===== config.mk =====
export PLATFORM = sky130hd
export DESIGN_NAME = supply_voltage_supervisor_flat
export DESIGN_NICKNAME = d
export VERILOG_FILES = /design/src/sv/svs_pkg.sv /design/src/sv/svs_in_if.sv /design/src/sv/svs_out_if.sv /design/src/sv/svs_cfg_regs.sv /design/src/sv/svs_scale.sv /design/src/sv/svs_decide.sv /design/src/sv/supply_voltage_supervisor.sv /design/src/flat_wrapper.sv
export SDC_FILE = /design/constraint.sdc
export NUM_CORES = 1
export LEC_CHECK = 0
export ABC_AREA = 1
export BUFFER_PORTS_ARGS = -buffer_cell sky130_fd_sc_hd__buf_2
export CORE_AREA = 5 5 247 249
export DETAILED_ROUTE_END_ITERATION = 6
export DIE_AREA = 0 0 252 254
export PLACE_DENSITY = 0.72
export SYNTH_ARGS = -nofsm -noshare
export SYNTH_HDL_FRONTEND = slang
export SYNTH_SLANG_ARGS = --single-unit

===== constraint.sdc =====
create_clock -name clk -period 16.53 [get_ports clk]
set_input_delay 0.8265 -clock clk [delete_from_list [all_inputs] [get_ports clk]]
set_output_delay 0.8265 -clock clk [all_outputs]
set_load 0.01 [all_outputs]

===== src/sv/svs_pkg.sv =====
// Package for the supply voltage supervisor: widths, constants, register
// codes and the structs passed between its modules. No dependencies.
package svs_pkg;

  // Sizes of the item fields.
  localparam int unsigned SAMPLE_W = 12;
  localparam int unsigned TICK_W   = 32;
  localparam int unsigned VOLT_W   = 11;
  localparam int unsigned LEVEL_W  = 2;
  localparam int unsigned CAL_W    = 8;
  localparam int unsigned CODE_W   = 5;

  // Behavior constants.
  localparam int unsigned SAMPLES          = 128;
  localparam int unsigned THRESHOLD_OFFSET = 20;
  localparam int unsigned SHUTDOWN_DELAY   = 6000;
  localparam int unsigned CAL_BASE         = 900;
  localparam int unsigned VOLT_DIV         = 2500;
  localparam int unsigned THRESH_SCALE     = 10;
  localparam int unsigned MARGIN_RED       = 50;
  localparam int unsigned MARGIN_ORANGE    = 100;
  localparam int unsigned MARGIN_YELLOW    = 150;

  // Accumulator holds SAMPLES full-scale samples; counter holds SAMPLES itself.
  localparam int unsigned SUM_W = $clog2(SAMPLES * (2 ** SAMPLE_W));
  localparam int unsigned CNT_W = $clog2(SAMPLES + 1);

  // Scale factor (cal + 900) and the average times that factor.
  localparam int unsigned SCALE_W = $clog2((2 ** CAL_W) - 1 + CAL_BASE + 1);
  localparam int unsigned PROD_W  = SAMPLE_W + SCALE_W;

  // Division by 2500 as a multiplication by a rounded-up reciprocal.
  localparam int unsigned      RECIP_SHIFT = 32;
  localparam longint unsigned  RECIP       = ((64'd1 << RECIP_SHIFT) + VOLT_DIV - 1) / VOLT_DIV;
  localparam int unsigned      RECIP_W     = $clog2(RECIP + 1);
  localparam int unsigned      FULL_W      = PROD_W + RECIP_W;

  // Thresholds are compared at this width (threshold up to 510 plus margin).
  localparam int unsigned THR_W = 12;

  // Configuration port.
  localparam int unsigned ADDR_W = 4;
  localparam int unsigned DATA_W = 32;

  typedef enum logic [1:0] {
    REG_CAL      = 2'd0,
    REG_THRESH   = 2'd1,
    REG_SHUTDOWN = 2'd2
  } svs_reg_t;

  typedef enum logic [LEVEL_W-1:0] {
    LVL_NORMAL = 2'd0,
    LVL_YELLOW = 2'd1,
    LVL_ORANGE = 2'd2,
    LVL_RED    = 2'd3
  } svs_level_t;

  typedef struct packed {
    logic [CAL_W-1:0]  cal;
    logic [CODE_W-1:0] code;
    logic              shutdown_enable;
  } svs_cfg_t;

  // Item leaving the scaling pipeline toward the decision stage.
  typedef struct packed {
    logic              valid;
    logic              measure;
    logic              tx;
    logic [TICK_W-1:0] now;
    logic [VOLT_W-1:0] volt;
  } svs_meas_t;

endpackage


===== src/sv/svs_in_if.sv =====
// Input channel of the supply voltage supervisor: valid/ready plus one
// converter sample, the transmit flag and the system time. Uses svs_pkg.
interface svs_in_if;
  logic                          valid;
  logic                          ready;
  logic [svs_pkg::SAMPLE_W-1:0]  adc_sample;
  logic                          transmitting;
  logic [svs_pkg::TICK_W-1:0]    now_ticks;

  modport source (output valid, output adc_sample, output transmitting, output now_ticks,
                  input ready);
  modport sink   (input valid, input adc_sample, input transmitting, input now_ticks,
                  output ready);
endinterface


===== src/sv/svs_out_if.sv =====
// Result channel of the supply voltage supervisor: valid/ready plus the
// measurement and supervision fields. Uses svs_pkg.
interface svs_out_if;
  logic                         valid;
  logic                         ready;
  logic                         measured;
  logic [svs_pkg::VOLT_W-1:0]   voltage;
  logic                         display_update;
  logic                         undervoltage;
  logic                         power_down_request;
  logic [svs_pkg::LEVEL_W-1:0]  level;

  modport source (output valid, output measured, output voltage, output display_update,
                  output undervoltage, output power_down_request, output level,
                  input ready);
  modport sink   (input valid, input measured, input voltage, input display_update,
                  input undervoltage, input power_down_request, input level,
                  output ready);
endinterface


===== src/sv/svs_cfg_regs.sv =====
// APB-style configuration registers of the supply voltage supervisor.
// Depends on svs_pkg for the register codes and the svs_cfg_t struct.
module svs_cfg_regs (
  input  logic                         clk,
  input  logic                         rst_n,
  input  logic                         psel,
  input  logic                         penable,
  input  logic                         pwrite,
  input  logic [svs_pkg::ADDR_W-1:0]   paddr,
  input  logic [svs_pkg::DATA_W-1:0]   pwdata,
  output logic [svs_pkg::DATA_W-1:0]   prdata,
  output logic                         pready,
  output svs_pkg::svs_cfg_t            cfg
);

  svs_pkg::svs_cfg_t cfg_r;
  svs_pkg::svs_reg_t reg_sel;
  logic              wr_en;

  assign reg_sel = svs_pkg::svs_reg_t'(paddr[svs_pkg::ADDR_W-1:2]);
  assign pready  = 1'b1;
  assign wr_en   = psel && penable && pwrite && pready;
  assign cfg     = cfg_r;

  always_ff @(posedge clk) begin
    if (!rst_n) begin
      cfg_r.cal             <= svs_pkg::CAL_W'(100);
      cfg_r.code            <= '0;
      cfg_r.shutdown_enable <= 1'b0;
    end else if (wr_en) begin
      case (reg_sel)
        svs_pkg::REG_CAL:      cfg_r.cal             <= pwdata[svs_pkg::CAL_W-1:0];
        svs_pkg::REG_THRESH:   cfg_r.code            <= pwdata[svs_pkg::CODE_W-1:0];
        svs_pkg::REG_SHUTDOWN: cfg_r.shutdown_enable <= pwdata[0];
        default: begin
        end
      endcase
    end
  end

  always_comb begin
    case (reg_sel)
      svs_pkg::REG_CAL:      prdata = svs_pkg::DATA_W'(cfg_r.cal);
      svs_pkg::REG_THRESH:   prdata = svs_pkg::DATA_W'(cfg_r.code);
      svs_pkg::REG_SHUTDOWN: prdata = svs_pkg::DATA_W'(cfg_r.shutdown_enable);
      default:               prdata = '0;
    endcase
  end

endmodule


===== src/sv/svs_scale.sv =====
// Front of the supervisor pipeline: input register, sample accumulator and
// the two multiply stages that turn the sum into hundredths of a volt.
// Depends on svs_pkg and svs_in_if.
module svs_scale (
  input  logic                clk,
  input  logic                rst_n,
  input  logic                en,
  svs_in_if.sink              in_ch,
  input  svs_pkg::svs_cfg_t   cfg,
  output svs_pkg::svs_meas_t  meas
);

  // Input register.
  logic                          s0_valid_r;
  logic [svs_pkg::SAMPLE_W-1:0]  s0_sample_r;
  logic                          s0_tx_r;
  logic [svs_pkg::TICK_W-1:0]    s0_now_r;

  // Accumulator state.
  logic [svs_pkg::SUM_W-1:0]     sum_r, sum_nxt;
  logic [svs_pkg::CNT_W-1:0]     cnt_r, cnt_nxt;

  // Stage after the first multiply.
  logic                          s1_valid_r;
  logic                          s1_measure_r;
  logic                          s1_tx_r;
  logic [svs_pkg::TICK_W-1:0]    s1_now_r;
  logic [svs_pkg::PROD_W-1:0]    s1_prod_r;

  svs_pkg::svs_meas_t            s2_r;

  logic                          measure_a;
  logic [svs_pkg::SAMPLE_W-1:0]  avg_a;
  logic [svs_pkg::SCALE_W-1:0]   scale_a;
  logic [svs_pkg::PROD_W-1:0]    prod_a;
  logic [svs_pkg::FULL_W-1:0]    full_b;

  // The whole pipeline moves together, so the input is taken whenever it moves.
  assign in_ch.ready = en;
  assign meas        = s2_r;

  assign measure_a = (cnt_r == svs_pkg::CNT_W'(svs_pkg::SAMPLES));
  assign avg_a     = svs_pkg::SAMPLE_W'(sum_r / svs_pkg::SUM_W'(svs_pkg::SAMPLES));
  assign scale_a   = svs_pkg::SCALE_W'(cfg.cal) + svs_pkg::SCALE_W'(svs_pkg::CAL_BASE);
  assign prod_a    = svs_pkg::PROD_W'(avg_a) * svs_pkg::PROD_W'(scale_a);
  assign full_b    = svs_pkg::FULL_W'(s1_prod_r) * svs_pkg::FULL_W'(svs_pkg::RECIP);

  always_comb begin
    sum_nxt = sum_r;
    cnt_nxt = cnt_r;
    if (s0_valid_r) begin
      if (measure_a) begin
        sum_nxt = '0;
        cnt_nxt = '0;
      end else begin
        sum_nxt = sum_r + svs_pkg::SUM_W'(s0_sample_r);
        cnt_nxt = cnt_r + svs_pkg::CNT_W'(1);
      end
    end
  end

  always_ff @(posedge clk) begin
    if (!rst_n) begin
      s0_valid_r <= 1'b0;
      s1_valid_r <= 1'b0;
      s2_r.valid <= 1'b0;
      sum_r      <= '0;
      cnt_r      <= '0;
    end else if (en) begin
      s0_valid_r   <= in_ch.valid;
      s1_valid_r   <= s0_valid_r;
      s2_r.valid   <= s1_valid_r;
      sum_r        <= sum_nxt;
      cnt_r        <= cnt_nxt;
      s0_sample_r  <= in_ch.adc_sample;
      s0_tx_r      <= in_ch.transmitting;
      s0_now_r     <= in_ch.now_ticks;
      s1_measure_r <= measure_a;
      s1_tx_r      <= s0_tx_r;
      s1_now_r     <= s0_now_r;
      s1_prod_r    <= prod_a;
      s2_r.measure <= s1_measure_r;
      s2_r.tx      <= s1_tx_r;
      s2_r.now     <= s1_now_r;
      s2_r.volt    <= full_b[svs_pkg::RECIP_SHIFT +: svs_pkg::VOLT_W];
    end
  end

endmodule


===== src/sv/svs_decide.sv =====
// Decision stage of the supervisor: undervoltage flag, shutdown deadline,
// margin level and the result register. Depends on svs_pkg and svs_out_if.
module svs_decide (
  input  logic                clk,
  input  logic                rst_n,
  input  svs_pkg::svs_meas_t  meas,
  input  svs_pkg::svs_cfg_t   cfg,
  svs_out_if.source           out_ch,
  output logic                en
);

  logic [svs_pkg::VOLT_W-1:0]   voltage_r, voltage_nxt;
  logic                         uv_flag_r, uv_flag_nxt;
  logic [svs_pkg::TICK_W-1:0]   deadline_r, deadline_nxt;
  logic [svs_pkg::TICK_W-1:0]   deadline_new;
  logic [svs_pkg::THR_W-1:0]    thr;
  logic [svs_pkg::THR_W-1:0]    volt_w;
  logic [svs_pkg::THR_W-1:0]    meas_w;
  logic                         update;
  logic                         pdown;
  logic                         measuring;
  svs_pkg::svs_level_t          level;

  logic                         out_valid_r;
  logic                         out_measured_r;
  logic [svs_pkg::VOLT_W-1:0]   out_voltage_r;
  logic                         out_update_r;
  logic                         out_uv_r;
  logic                         out_pdown_r;
  svs_pkg::svs_level_t          out_level_r;

  assign en = !out_valid_r || out_ch.ready;

  assign thr = (svs_pkg::THR_W'(cfg.code) + svs_pkg::THR_W'(svs_pkg::THRESHOLD_OFFSET))
               * svs_pkg::THR_W'(svs_pkg::THRESH_SCALE);
  assign meas_w       = svs_pkg::THR_W'(meas.volt);
  assign measuring    = meas.valid && meas.measure;
  assign deadline_new = meas.now + svs_pkg::TICK_W'(svs_pkg::SHUTDOWN_DELAY);

  always_comb begin
    voltage_nxt  = voltage_r;
    uv_flag_nxt  = uv_flag_r;
    deadline_nxt = deadline_r;
    update       = 1'b0;
    pdown        = 1'b0;
    if (measuring) begin
      update      = (meas.volt != voltage_r);
      voltage_nxt = meas.volt;
      if (cfg.shutdown_enable && (meas_w < thr)) begin
        uv_flag_nxt = 1'b1;
        update      = 1'b1;
        // Receive mode holds the deadline; transmit mode keeps pushing it out.
        if (!meas.tx) begin
          pdown = (meas.now > deadline_r);
        end else begin
          deadline_nxt = deadline_new;
        end
      end else begin
        if (uv_flag_r) begin
          update = 1'b1;
        end
        uv_flag_nxt  = 1'b0;
        deadline_nxt = deadline_new;
      end
    end
  end

  // Level follows the voltage as it stands after this item.
  assign volt_w = svs_pkg::THR_W'(voltage_nxt);

  always_comb begin
    if (volt_w < thr + svs_pkg::THR_W'(svs_pkg::MARGIN_RED)) begin
      level = svs_pkg::LVL_RED;
    end else if (volt_w < thr + svs_pkg::THR_W'(svs_pkg::MARGIN_ORANGE)) begin
      level = svs_pkg::LVL_ORANGE;
    end else if (volt_w < thr + svs_pkg::THR_W'(svs_pkg::MARGIN_YELLOW)) begin
      level = svs_pkg::LVL_YELLOW;
    end else begin
      level = svs_pkg::LVL_NORMAL;
    end
  end

  always_ff @(posedge clk) begin
    if (!rst_n) begin
      voltage_r   <= '0;
      uv_flag_r   <= 1'b0;
      deadline_r  <= '0;
      out_valid_r <= 1'b0;
    end else if (en) begin
      voltage_r   <= voltage_nxt;
      uv_flag_r   <= uv_flag_nxt;
      deadline_r  <= deadline_nxt;
      out_valid_r <= meas.valid;
    end
  end

  always_ff @(posedge clk) begin
    if (en) begin
      out_measured_r <= measuring;
      out_voltage_r  <= voltage_nxt;
      out_update_r   <= update;
      out_uv_r       <= uv_flag_nxt;
      out_pdown_r    <= pdown;
      out_level_r    <= level;
    end
  end

  assign out_ch.valid              = out_valid_r;
  assign out_ch.measured           = out_measured_r;
  assign out_ch.voltage            = out_voltage_r;
  assign out_ch.display_update     = out_update_r;
  assign out_ch.undervoltage       = out_uv_r;
  assign out_ch.power_down_request = out_pdown_r;
  assign out_ch.level              = out_level_r;

endmodule


===== src/sv/supply_voltage_supervisor.sv =====
// Supply voltage supervisor. Takes one beat per clock while not held and returns
// one result beat per input beat, in order; the result shows on out_ch having
// passed four registers (input register, scale multiply, reciprocal multiply
// for the divide by 2500, decision register). The four stages advance together
// and hold as one while a result waits on out_ch.ready, so the sustained rate
// is one beat per cycle whenever the result side takes every beat. Every
// SAMPLES+1-th beat measures and its own sample is not used. Configuration is
// written through the APB port at byte addresses 0 (calibration), 4 (threshold
// code) and 8 (shutdown enable); the user must write it only while no beat is
// in flight, as the block itself does not enforce this.
// Depends on svs_pkg, svs_in_if, svs_out_if, svs_cfg_regs, svs_scale, svs_decide.
module supply_voltage_supervisor (
  input  logic                         clk,
  input  logic                         rst_n,
  svs_in_if.sink                       in_ch,
  svs_out_if.source                    out_ch,
  input  logic                         psel,
  input  logic                         penable,
  input  logic                         pwrite,
  input  logic [svs_pkg::ADDR_W-1:0]   paddr,
  input  logic [svs_pkg::DATA_W-1:0]   pwdata,
  output logic [svs_pkg::DATA_W-1:0]   prdata,
  output logic                         pready
);

  svs_pkg::svs_cfg_t   cfg;
  svs_pkg::svs_meas_t  meas;
  logic                en;

  svs_cfg_regs u_regs (
    .clk     (clk),
    .rst_n   (rst_n),
    .psel    (psel),
    .penable (penable),
    .pwrite  (pwrite),
    .paddr   (paddr),
    .pwdata  (pwdata),
    .prdata  (prdata),
    .pready  (pready),
    .cfg     (cfg)
  );

  svs_scale u_scale (
    .clk   (clk),
    .rst_n (rst_n),
    .en    (en),
    .in_ch (in_ch),
    .cfg   (cfg),
    .meas  (meas)
  );

  svs_decide u_decide (
    .clk    (clk),
    .rst_n  (rst_n),
    .meas   (meas),
    .cfg    (cfg),
    .out_ch (out_ch),
    .en     (en)
  );

  // A power-down request only comes from a measuring beat that found undervoltage.
  a_pdown_needs_uv: assert property (@(posedge clk) disable iff (!rst_n)
    out_ch.valid && out_ch.power_down_request |-> out_ch.measured && out_ch.undervoltage)
    else $error("power-down request without undervoltage measurement");

  a_update_on_measure: assert property (@(posedge clk) disable iff (!rst_n)
    out_ch.valid && out_ch.display_update |-> out_ch.measured)
    else $error("display update on a beat that did not measure");

  // Below threshold is always inside the red margin.
  a_uv_is_red: assert property (@(posedge clk) disable iff (!rst_n)
    out_ch.valid && out_ch.measured && out_ch.undervoltage
      |-> out_ch.level == svs_pkg::LVL_RED)
    else $error("undervoltage reported outside the red level");

  a_uv_needs_enable: assert property (@(posedge clk) disable iff (!rst_n)
    out_ch.valid && out_ch.measured && !cfg.shutdown_enable |-> !out_ch.undervoltage)
    else $error("undervoltage flagged while detection is disabled");

endmodule


===== src/flat_wrapper.sv =====
// flat-port wrapper written by rule: the top's interface ports become plain ports
module supply_voltage_supervisor_flat 
  (clk, rst_n, psel, penable, pwrite, paddr, pwdata, prdata, pready, in_ch_valid, in_ch_adc_sample, in_ch_transmitting, in_ch_now_ticks, in_ch_ready, out_ch_valid, out_ch_measured, out_ch_voltage, out_ch_display_update, out_ch_undervoltage, out_ch_power_down_request, out_ch_level, out_ch_ready);
  svs_in_if in_ch_i ();
  svs_out_if out_ch_i ();
  input  logic clk;
  input  logic rst_n;
  input  logic psel;
  input  logic penable;
  input  logic pwrite;
  input  logic [svs_pkg::ADDR_W-1:0] paddr;
  input  logic [svs_pkg::DATA_W-1:0] pwdata;
  output logic [svs_pkg::DATA_W-1:0] prdata;
  output logic pready;
  input wire logic [$bits(in_ch_i.valid)-1:0] in_ch_valid;
  input wire logic [$bits(in_ch_i.adc_sample)-1:0] in_ch_adc_sample;
  input wire logic [$bits(in_ch_i.transmitting)-1:0] in_ch_transmitting;
  input wire logic [$bits(in_ch_i.now_ticks)-1:0] in_ch_now_ticks;
  output wire logic [$bits(in_ch_i.ready)-1:0] in_ch_ready;
  output wire logic [$bits(out_ch_i.valid)-1:0] out_ch_valid;
  output wire logic [$bits(out_ch_i.measured)-1:0] out_ch_measured;
  output wire logic [$bits(out_ch_i.voltage)-1:0] out_ch_voltage;
  output wire logic [$bits(out_ch_i.display_update)-1:0] out_ch_display_update;
  output wire logic [$bits(out_ch_i.undervoltage)-1:0] out_ch_undervoltage;
  output wire logic [$bits(out_ch_i.power_down_request)-1:0] out_ch_power_down_request;
  output wire logic [$bits(out_ch_i.level)-1:0] out_ch_level;
  input wire logic [$bits(out_ch_i.ready)-1:0] out_ch_ready;
  assign in_ch_i.valid = in_ch_valid;
  assign in_ch_i.adc_sample = in_ch_adc_sample;
  assign in_ch_i.transmitting = in_ch_transmitting;
  assign in_ch_i.now_ticks = in_ch_now_ticks;
  assign in_ch_ready = in_ch_i.ready;
  assign out_ch_valid = out_ch_i.valid;
  assign out_ch_measured = out_ch_i.measured;
  assign out_ch_voltage = out_ch_i.voltage;
  assign out_ch_display_update = out_ch_i.display_update;
  assign out_ch_undervoltage = out_ch_i.undervoltage;
  assign out_ch_power_down_request = out_ch_i.power_down_request;
  assign out_ch_level = out_ch_i.level;
  assign out_ch_i.ready = out_ch_ready;
  supply_voltage_supervisor u_core (.clk(clk), .rst_n(rst_n), .in_ch(in_ch_i), .out_ch(out_ch_i), .psel(psel), .penable(penable), .pwrite(pwrite), .paddr(paddr), .pwdata(pwdata), .prdata(prdata), .pready(pready));
endmodule

==> reports/metrics.csv, run 1 <==
metric;value;unit
root_buffer;clkbuf_16;
critPathMaxStageDelay;0.72;ns
start_util;0.4437;
drtIter0Drc;1056;
finalCritPeriodShare;0.3937;
clock_skew;0.06161;ns
path_cells;ha_1 > nand2_1 > nor2_1 > inv_1 > nor2_1 > nor2_1 > inv_1 > nor2_1 > fa_1 > fa_1 > fa_1 > fa_1 > inv_1 > fa_1 > inv_1 > ha_1 > a21oi_1 > o21ai_0 > a211oi_1 > nand3_1 > xor2_1;
ys_seq_area_frac;0.2585;
status;finished, final reports clean;
dr.pass1.iters;5;
cpMaxStageDelayCell;nor2_1;
drv_cap;0;
grt_pass1_vias;19330;
coreArea;58460;um^2
grtUsageTotal;0.1920;
rows;89;
synth_top_flop_cell;edfxtp_1;
yosysWarnings;0;
crit_buf_inv;4;
avgViaCountPerCell;5.008;
drive_gt1_frac;0.06063;
die_x;252;um
synth_area_leader_cell;fa_1;
min_path_type;in2reg;
worst-path-max-fanout;13;
cts_tree;done;
ys_seq_elements;253;
fin_nets;3727;
synthArstFlopShare;0;
netlist_instances;2931;
syn2layout_area_growth;8.049;%
grt_max_degree;76;
grt_pass1_wl;99720;um
post_cts_resized;0;
post_drt_wl_per_cell;16.03;um
clk_latency;0.60;ns
ant_nets;0;
dpl.hpwl;51010;um
critPathLaunchType;flop;
crit_path_end_kind;flop;
hold_violations;0;
required;16.87;ns
htreeDepth;1;
worstPathArrival;6.85;ns
routed_wl;61050;um
worstMarginPinSlew;1.040;ns
ys_types;53;
synth_top_area_frac;0.2107;
slew_viol_final;0;
numCtsBuffers;28;
critPathKind;reg2reg;
synth_common_cells;inv_1, nand2_1, ha_1, fa_1, nor2_1;
fmax;153.7;MHz
cts_setup_buffers;0;
cts_sinks;253;
period_needed;6.507;ns
vias;19070;
clkTransAtPathRegs;0.06;ns
drc;0;
die_h;254;um
fillCellCount;5553;
place_congestion;0.9896;
die_area;64010;um^2
avgSynthCellArea;8.851;um^2
cp_common_cell;fa_1;
cpLargestDelayFamily;adder cells;
cts_hold_buf;0;
tns;0;ns
syn-cell-area;25940;um^2
clock_path_buffers;3;
overflow;0;
whs;0.4107;ns
antenna_cells;0;
synth.most_common_cell;inv_1;
io_pins;140;
setup_violations;0;
antenna_found_initial;0;
numPortBuffers;88;
synth_area_leaders;fa_1, edfxtp_1, ha_1;
rsz0062_at_grt;false;
slew_headroom;0.3049;
synth-edff-count;164;
==> worst register-to-register path, stage by stage, from the launching register on <==
cell	delay (ns)
dfxtp_1	0.33
ha_1	0.23
nand2_1	0.08
nor2_1	0.04
inv_1	0.07
nor2_1	0.06
nor2_1	0.72
inv_1	0.45
nor2_1	0.23
fa_1	0.46
fa_1	0.53
fa_1	0.52
fa_1	0.55
inv_1	0.06
fa_1	0.52
inv_1	0.04
ha_1	0.34
a21oi_1	0.20
o21ai_0	0.13
a211oi_1	0.32
nand3_1	0.19
xor2_1	0.17
==> sequential cells by signal (all words and copies together), names as in the netlist, 2 cells and up <==
name / cells
u_core.u_decide.deadline_r: 32
u_core.u_decide.out_ch.voltage: 11
u_core.u_scale.cnt_r: 8
u_core.u_regs.cfg: 14
u_core.u_scale.s0_now_r: 32
u_core.u_decide.voltage_r: 11
u_core.u_scale.meas: 46
u_core.u_scale.s1_prod_r: 23
u_core.u_scale.s0_sample_r: 12
u_core.u_scale.s1_now_r: 32
u_core.u_scale.sum_r: 19
u_core.u_decide.out_ch.level: 2
==> cell families (layout without fill, tap and decap cells) <==
kind of cell    after synthesis  after routing  synth area share
xor+xnor                     72             72           0.02489
simple gates                842            842            0.1359
other cells                   2             27         0.0002895
fa+ha+maj                   626            626            0.3809
compound gates              397            397           0.08527
buf+inv                     739            818            0.1143
flops                       253            253            0.2585
==> path summary, 6_finish.rpt <==
path,from,end,slack (ns),cells after the start
max reg2reg,u_core.u_regs.cfg[8]$_SDFFE_PN1P_,u_core.u_scale.s1_prod_r[20]$_DFFE_PP_,10.02,21
max,u_core.u_regs.cfg[8]$_SDFFE_PN1P_,u_core.u_scale.s1_prod_r[20]$_DFFE_PP_,10.02,21
min,in_ch_now_ticks[1],u_core.u_scale.s0_now_r[1]$_DFFE_PP_,0.41,1
min reg2reg,u_core.u_scale.s0_now_r[3]$_DFFE_PP_,u_core.u_scale.s1_now_r[3]$_DFFE_PP_,0.41,0
==> area by class of cell <==
class,instances,area (um^2),area share
Multi-Input combinational cell,1964,16370,0.5841
Timing Repair Buffer,93,478.0,0.01705
Clock buffer,36,740.7,0.02643
Sequential cell,253,6706,0.2393
Tap cell,773,967.2,0.03450
Inverter,673,2526,0.09012
Clock inverter,16,239.0,0.008526
==> stage by stage <==
stage | cell area (um^2) | cells | util | setup WS, ns
after floorplan | 26040 | 2956 | - | 8.484
after global placement | 27050 | 3756 | 0.4627 | 10.12
after detailed placement | 27050 | 3756 | 0.4627 | 10.14
after CTS | 28030 | 3808 | 0.4795 | 10.09
after global routing | 28030 | 3808 | 0.4795 | 9.468
final | 28030 | 3808 | 0.4795 | 10.02
==> cells in the final DEF (no fill, tap or decap), drive strengths merged, types with 2 or more instances in the layout <==
master / n
nand3: 77
o21ai: 134
nor2: 228
a21o: 12
nand4: 32
clkbuf: 36
bufinv: 5
nor3: 34
o22ai: 4
edfxtp: 164
nand2: 450
o2111ai: 2
o211ai: 5
xor2: 46
nand3b: 3
ha: 353
a31oi: 3
nor4: 11
inv: 672
dfxtp: 89
or2: 5
xnor2: 26
o21a: 15
o21bai: 13
clkinv: 11
a21oi: 200
conb: 27
fa: 273
buf: 93
a211oi: 5
==> per-layer routing <==
metal,global-route usage,share of wire,wire length [um],vias to the layer above
li1,-,-,-,9411
met1,0.2601,0.44,26860,9022
met5,0,0,0,-
met2,0.3207,0.46,28330,536
met3,0.03848,0.071,4356,100
met4,0.04435,0.025,1508,0
Power of run 1 is left out: the tool's default activity adds up to more than one toggle a clock period on the data nets, which glitch-free logic cannot reach.
==> run 2: changes to the inputs <==
--- a/config.mk
+++ b/config.mk
@@ -10,7 +10,7 @@
 export CORE_AREA = 5 5 247 249
 export DETAILED_ROUTE_END_ITERATION = 6
 export DIE_AREA = 0 0 252 254
-export PLACE_DENSITY = 0.72
+export PLACE_DENSITY = 0.74
 export SYNTH_ARGS = -nofsm -noshare
 export SYNTH_HDL_FRONTEND = slang
 export SYNTH_SLANG_ARGS = --single-unit
==> constraint.sdc (replaced) <==
create_clock -name clk -period 5.44 [get_ports clk]
set_input_delay 0.272 -clock clk [delete_from_list [all_inputs] [get_ports clk]]
set_output_delay 0.272 -clock clk [all_outputs]
set_load 0.01 [all_outputs]
==> run 2 against run 1 <==
Against the previous run: the flow now finishes with violations (setup timing); worst setup slack got worse by 10 ns; die area unchanged; critical path depth unchanged; first-iteration DRC count grew 28%; maximum frequency rose by 18%; largest cell class unchanged; cell count up 6.9%; sequential share of layout area decreased by 2.7 points; worst hold slack worse by 0.36 ns; routed wire length grew 14%; core utilization grew 6.0 points; global-route usage rose by 1.9 points.
==> reports/metrics.csv, run 2 (same netlist as run 1, synthesis figures left out) <==
metric;value;unit;change
cp_common_cell;fa_1;;
setup_violations;11;;+11
r2r-end;u_core.u_scale.meas[5]$_DFFE_PP_;;
drc;0;;unchanged
antenna_found_initial;2;;+2
r2r_slack;-0.08;ns;-10.10 ns
die_area;64010;um^2;unchanged
rr_startpoint;u_core.u_scale.s1_prod_r[11]$_DFFE_PP_;;
dr.pass1.iters;6;;+1
fin_nets;3989;;+7.0%
avgViaCountPerCell;5.112;;+2.1%
use_met3;0.02927;;-0.009211
final_util;0.5399;;+0.06042
critPathLaunchType;flop;;
vias;20810;;+9.1%
whs_path_depth;4;;+3
clock_skew;0.04775;ns;-0.01386 ns
cts_sinks;253;;unchanged
root_buffer;clkbuf_16;;
slew_viol_final;0;;unchanged
place_ws;-0.2885;ns;-10.43 ns
final_cell_mix;inv_1, nand2_1, ha_1;;
numCtsBuffers;28;;unchanged
routed_wl;69490;um;+14%
hold_path_end;u_core.u_scale.s1_valid_r$_SDFFE_PN0N_;;
worstPathArrival;5.82;ns;-1.03 ns
fin_ws;-0.07893;ns;-10.10 ns
cpMaxStageDelayCell;fa_1;;
period_needed;5.519;ns;-0.9884 ns
clock_path_buffers;3;;unchanged
coreArea;58460;um^2;unchanged
numPortBuffers;88;;unchanged
largest_reg_flops;46;;unchanged
final_common_cell;inv_1;;
grt_max_degree;60;;-21%
critPathMaxStageDelay;0.55;ns;-0.17 ns
place_congestion;0.9730;;-1.7%
finalCritPeriodShare;1.015;;+0.6208
top_usage_layer;met2;;
fmax;181.2;MHz;+18%
grt_pass1_vias;21270;;+10%
grt_pass1_wl;109400;um;+9.7%
slew_headroom;0.2999;;-0.005072
die_h;254;um;unchanged
min_path_type;in2reg;;
drive_gt1_frac;0.1896;;+0.1290
whs;0.04893;ns;-0.3618 ns
use_met2;0.3727;;+0.05200
drv_cap;0;;unchanged
worst-path-max-fanout;3;;-10
io_pins;140;;unchanged
worstHoldStart;out_ch_ready;;
crit_path_end_kind;flop;;
rows;89;;unchanged
drtIter0Drc;1352;;+28%
post_drt_wl_per_cell;17.07;um;+6.5%
ant_nets;0;;unchanged
cts_tree;done;;
start_util;0.4437;;unchanged
overflow;0;;unchanged
htreeDepth;1;;unchanged
grtUsageTotal;0.2110;;+0.01900
status;finished with violations;;
clk_latency;0.60;ns;about the same
rr_worst_depth;21;;unchanged
required;5.74;ns;-11.13 ns
critPathKind;reg2reg;;
violations;setup timing;;
worstMarginPinSlew;1.048;ns;+0.007590 ns
die_x;252;um;unchanged
grt_util_met1;0.2746;;+0.01447
clkTransAtPathRegs;0.07;ns;about the same
hold_violations;0;;unchanged
dpl.hpwl;53880;um;+5.6%
syn2layout_area_growth;21.67;%;
rsz0062_at_grt;true;;
path_cells;ha_4 > buf_12 > buf_4 > fa_1 > inv_2 > fa_1 > fa_1 > inv_2 > fa_1 > fa_1 > ha_4 > ha_4 > buf_4 > a21o_1 > nand3_2 > nand2_4 > a21o_1 > nor2_1 > nand3_1 > nand2_1 > nand2_1;;
[run 2: per-stage QoR]
step / instance area [um^2] / TNS [ns] / std cells
4_1_cts: 30830 / -0.006576 / 4054
3_3_place_gp: 28450 / -2.502 / 3937
5_1_grt: 31560 / -3.282 / 4069
6_report: 31560 / -0.4594 / 4071
2_1_floorplan: 26040 / 0 / 2956
3_5_place_dp: 28450 / -3.626 / 3937
[run 2: worst max-delay path by stage]
stage	startpoint	to	slack, ns	cells past startpoint
after floorplan	u_core.u_scale.s1_prod_r[13]$_DFFE_PP_	u_core.u_scale.meas[10]$_DFFE_PP_	0.02	19
after global placement	u_core.u_scale.s1_prod_r[9]$_DFFE_PP_	u_core.u_scale.meas[6]$_DFFE_PP_	-0.24	19
after detailed placement	u_core.u_scale.s1_prod_r[13]$_DFFE_PP_	u_core.u_scale.meas[0]$_DFFE_PP_	-0.29	21
after CTS	u_core.u_scale.s1_prod_r[11]$_DFFE_PP_	u_core.u_scale.meas[2]$_DFFE_PP_	-0.005	22
after global routing	u_core.u_scale.s1_prod_r[11]$_DFFE_PP_	u_core.u_scale.meas[8]$_DFFE_PP_	-0.28	21
final	u_core.u_scale.s1_prod_r[11]$_DFFE_PP_	u_core.u_scale.meas[5]$_DFFE_PP_	-0.08	21
[run 2: cell type report]
| cell class | instances | area, um^2 |
|---|---|---|
| fill | 4984 | 26900 |
| multi-input combinational | 1964 | 17750 |
| sequential | 253 | 6709 |
| timing repair buffer | 355 | 2645 |
| inverter | 673 | 2532 |
| tap | 773 | 967.2 |
| clock buffer | 32 | 715.7 |
| clock inverter | 19 | 239.0 |
| antenna | 2 | 5.005 |
[run 2: critical path: cells and delay by family, from the launching register on]
family	cells	cell delay (ns)
compound gates	2	0.34
fa+ha+maj	8	3.32
simple gates	6	0.59
buf+inv	5	0.51
flops	1	0.49
[run 2: routing by layer]
layer,up-vias,part of all wire
met3,162,0.055
li1,9941,-
met1,10090,0.42
met2,621,0.49
met5,-,0.00020
met4,2,0.031
[run 2: what timing repair did]
| item | CTS | global route |
|---|---|---|
| buffers inserted | 15 | 15 |
| endpoints found under the hold margin | 51 | 0 |
| hold buffers | 51 | 0 |
| gates cloned | 0 | 0 |
| setup endpoints to repair | 20 | 24 |
| pin swaps | 60 | 62 |
| resized for setup | 142 | 155 |
Power of run 2 is left out for the same reason.
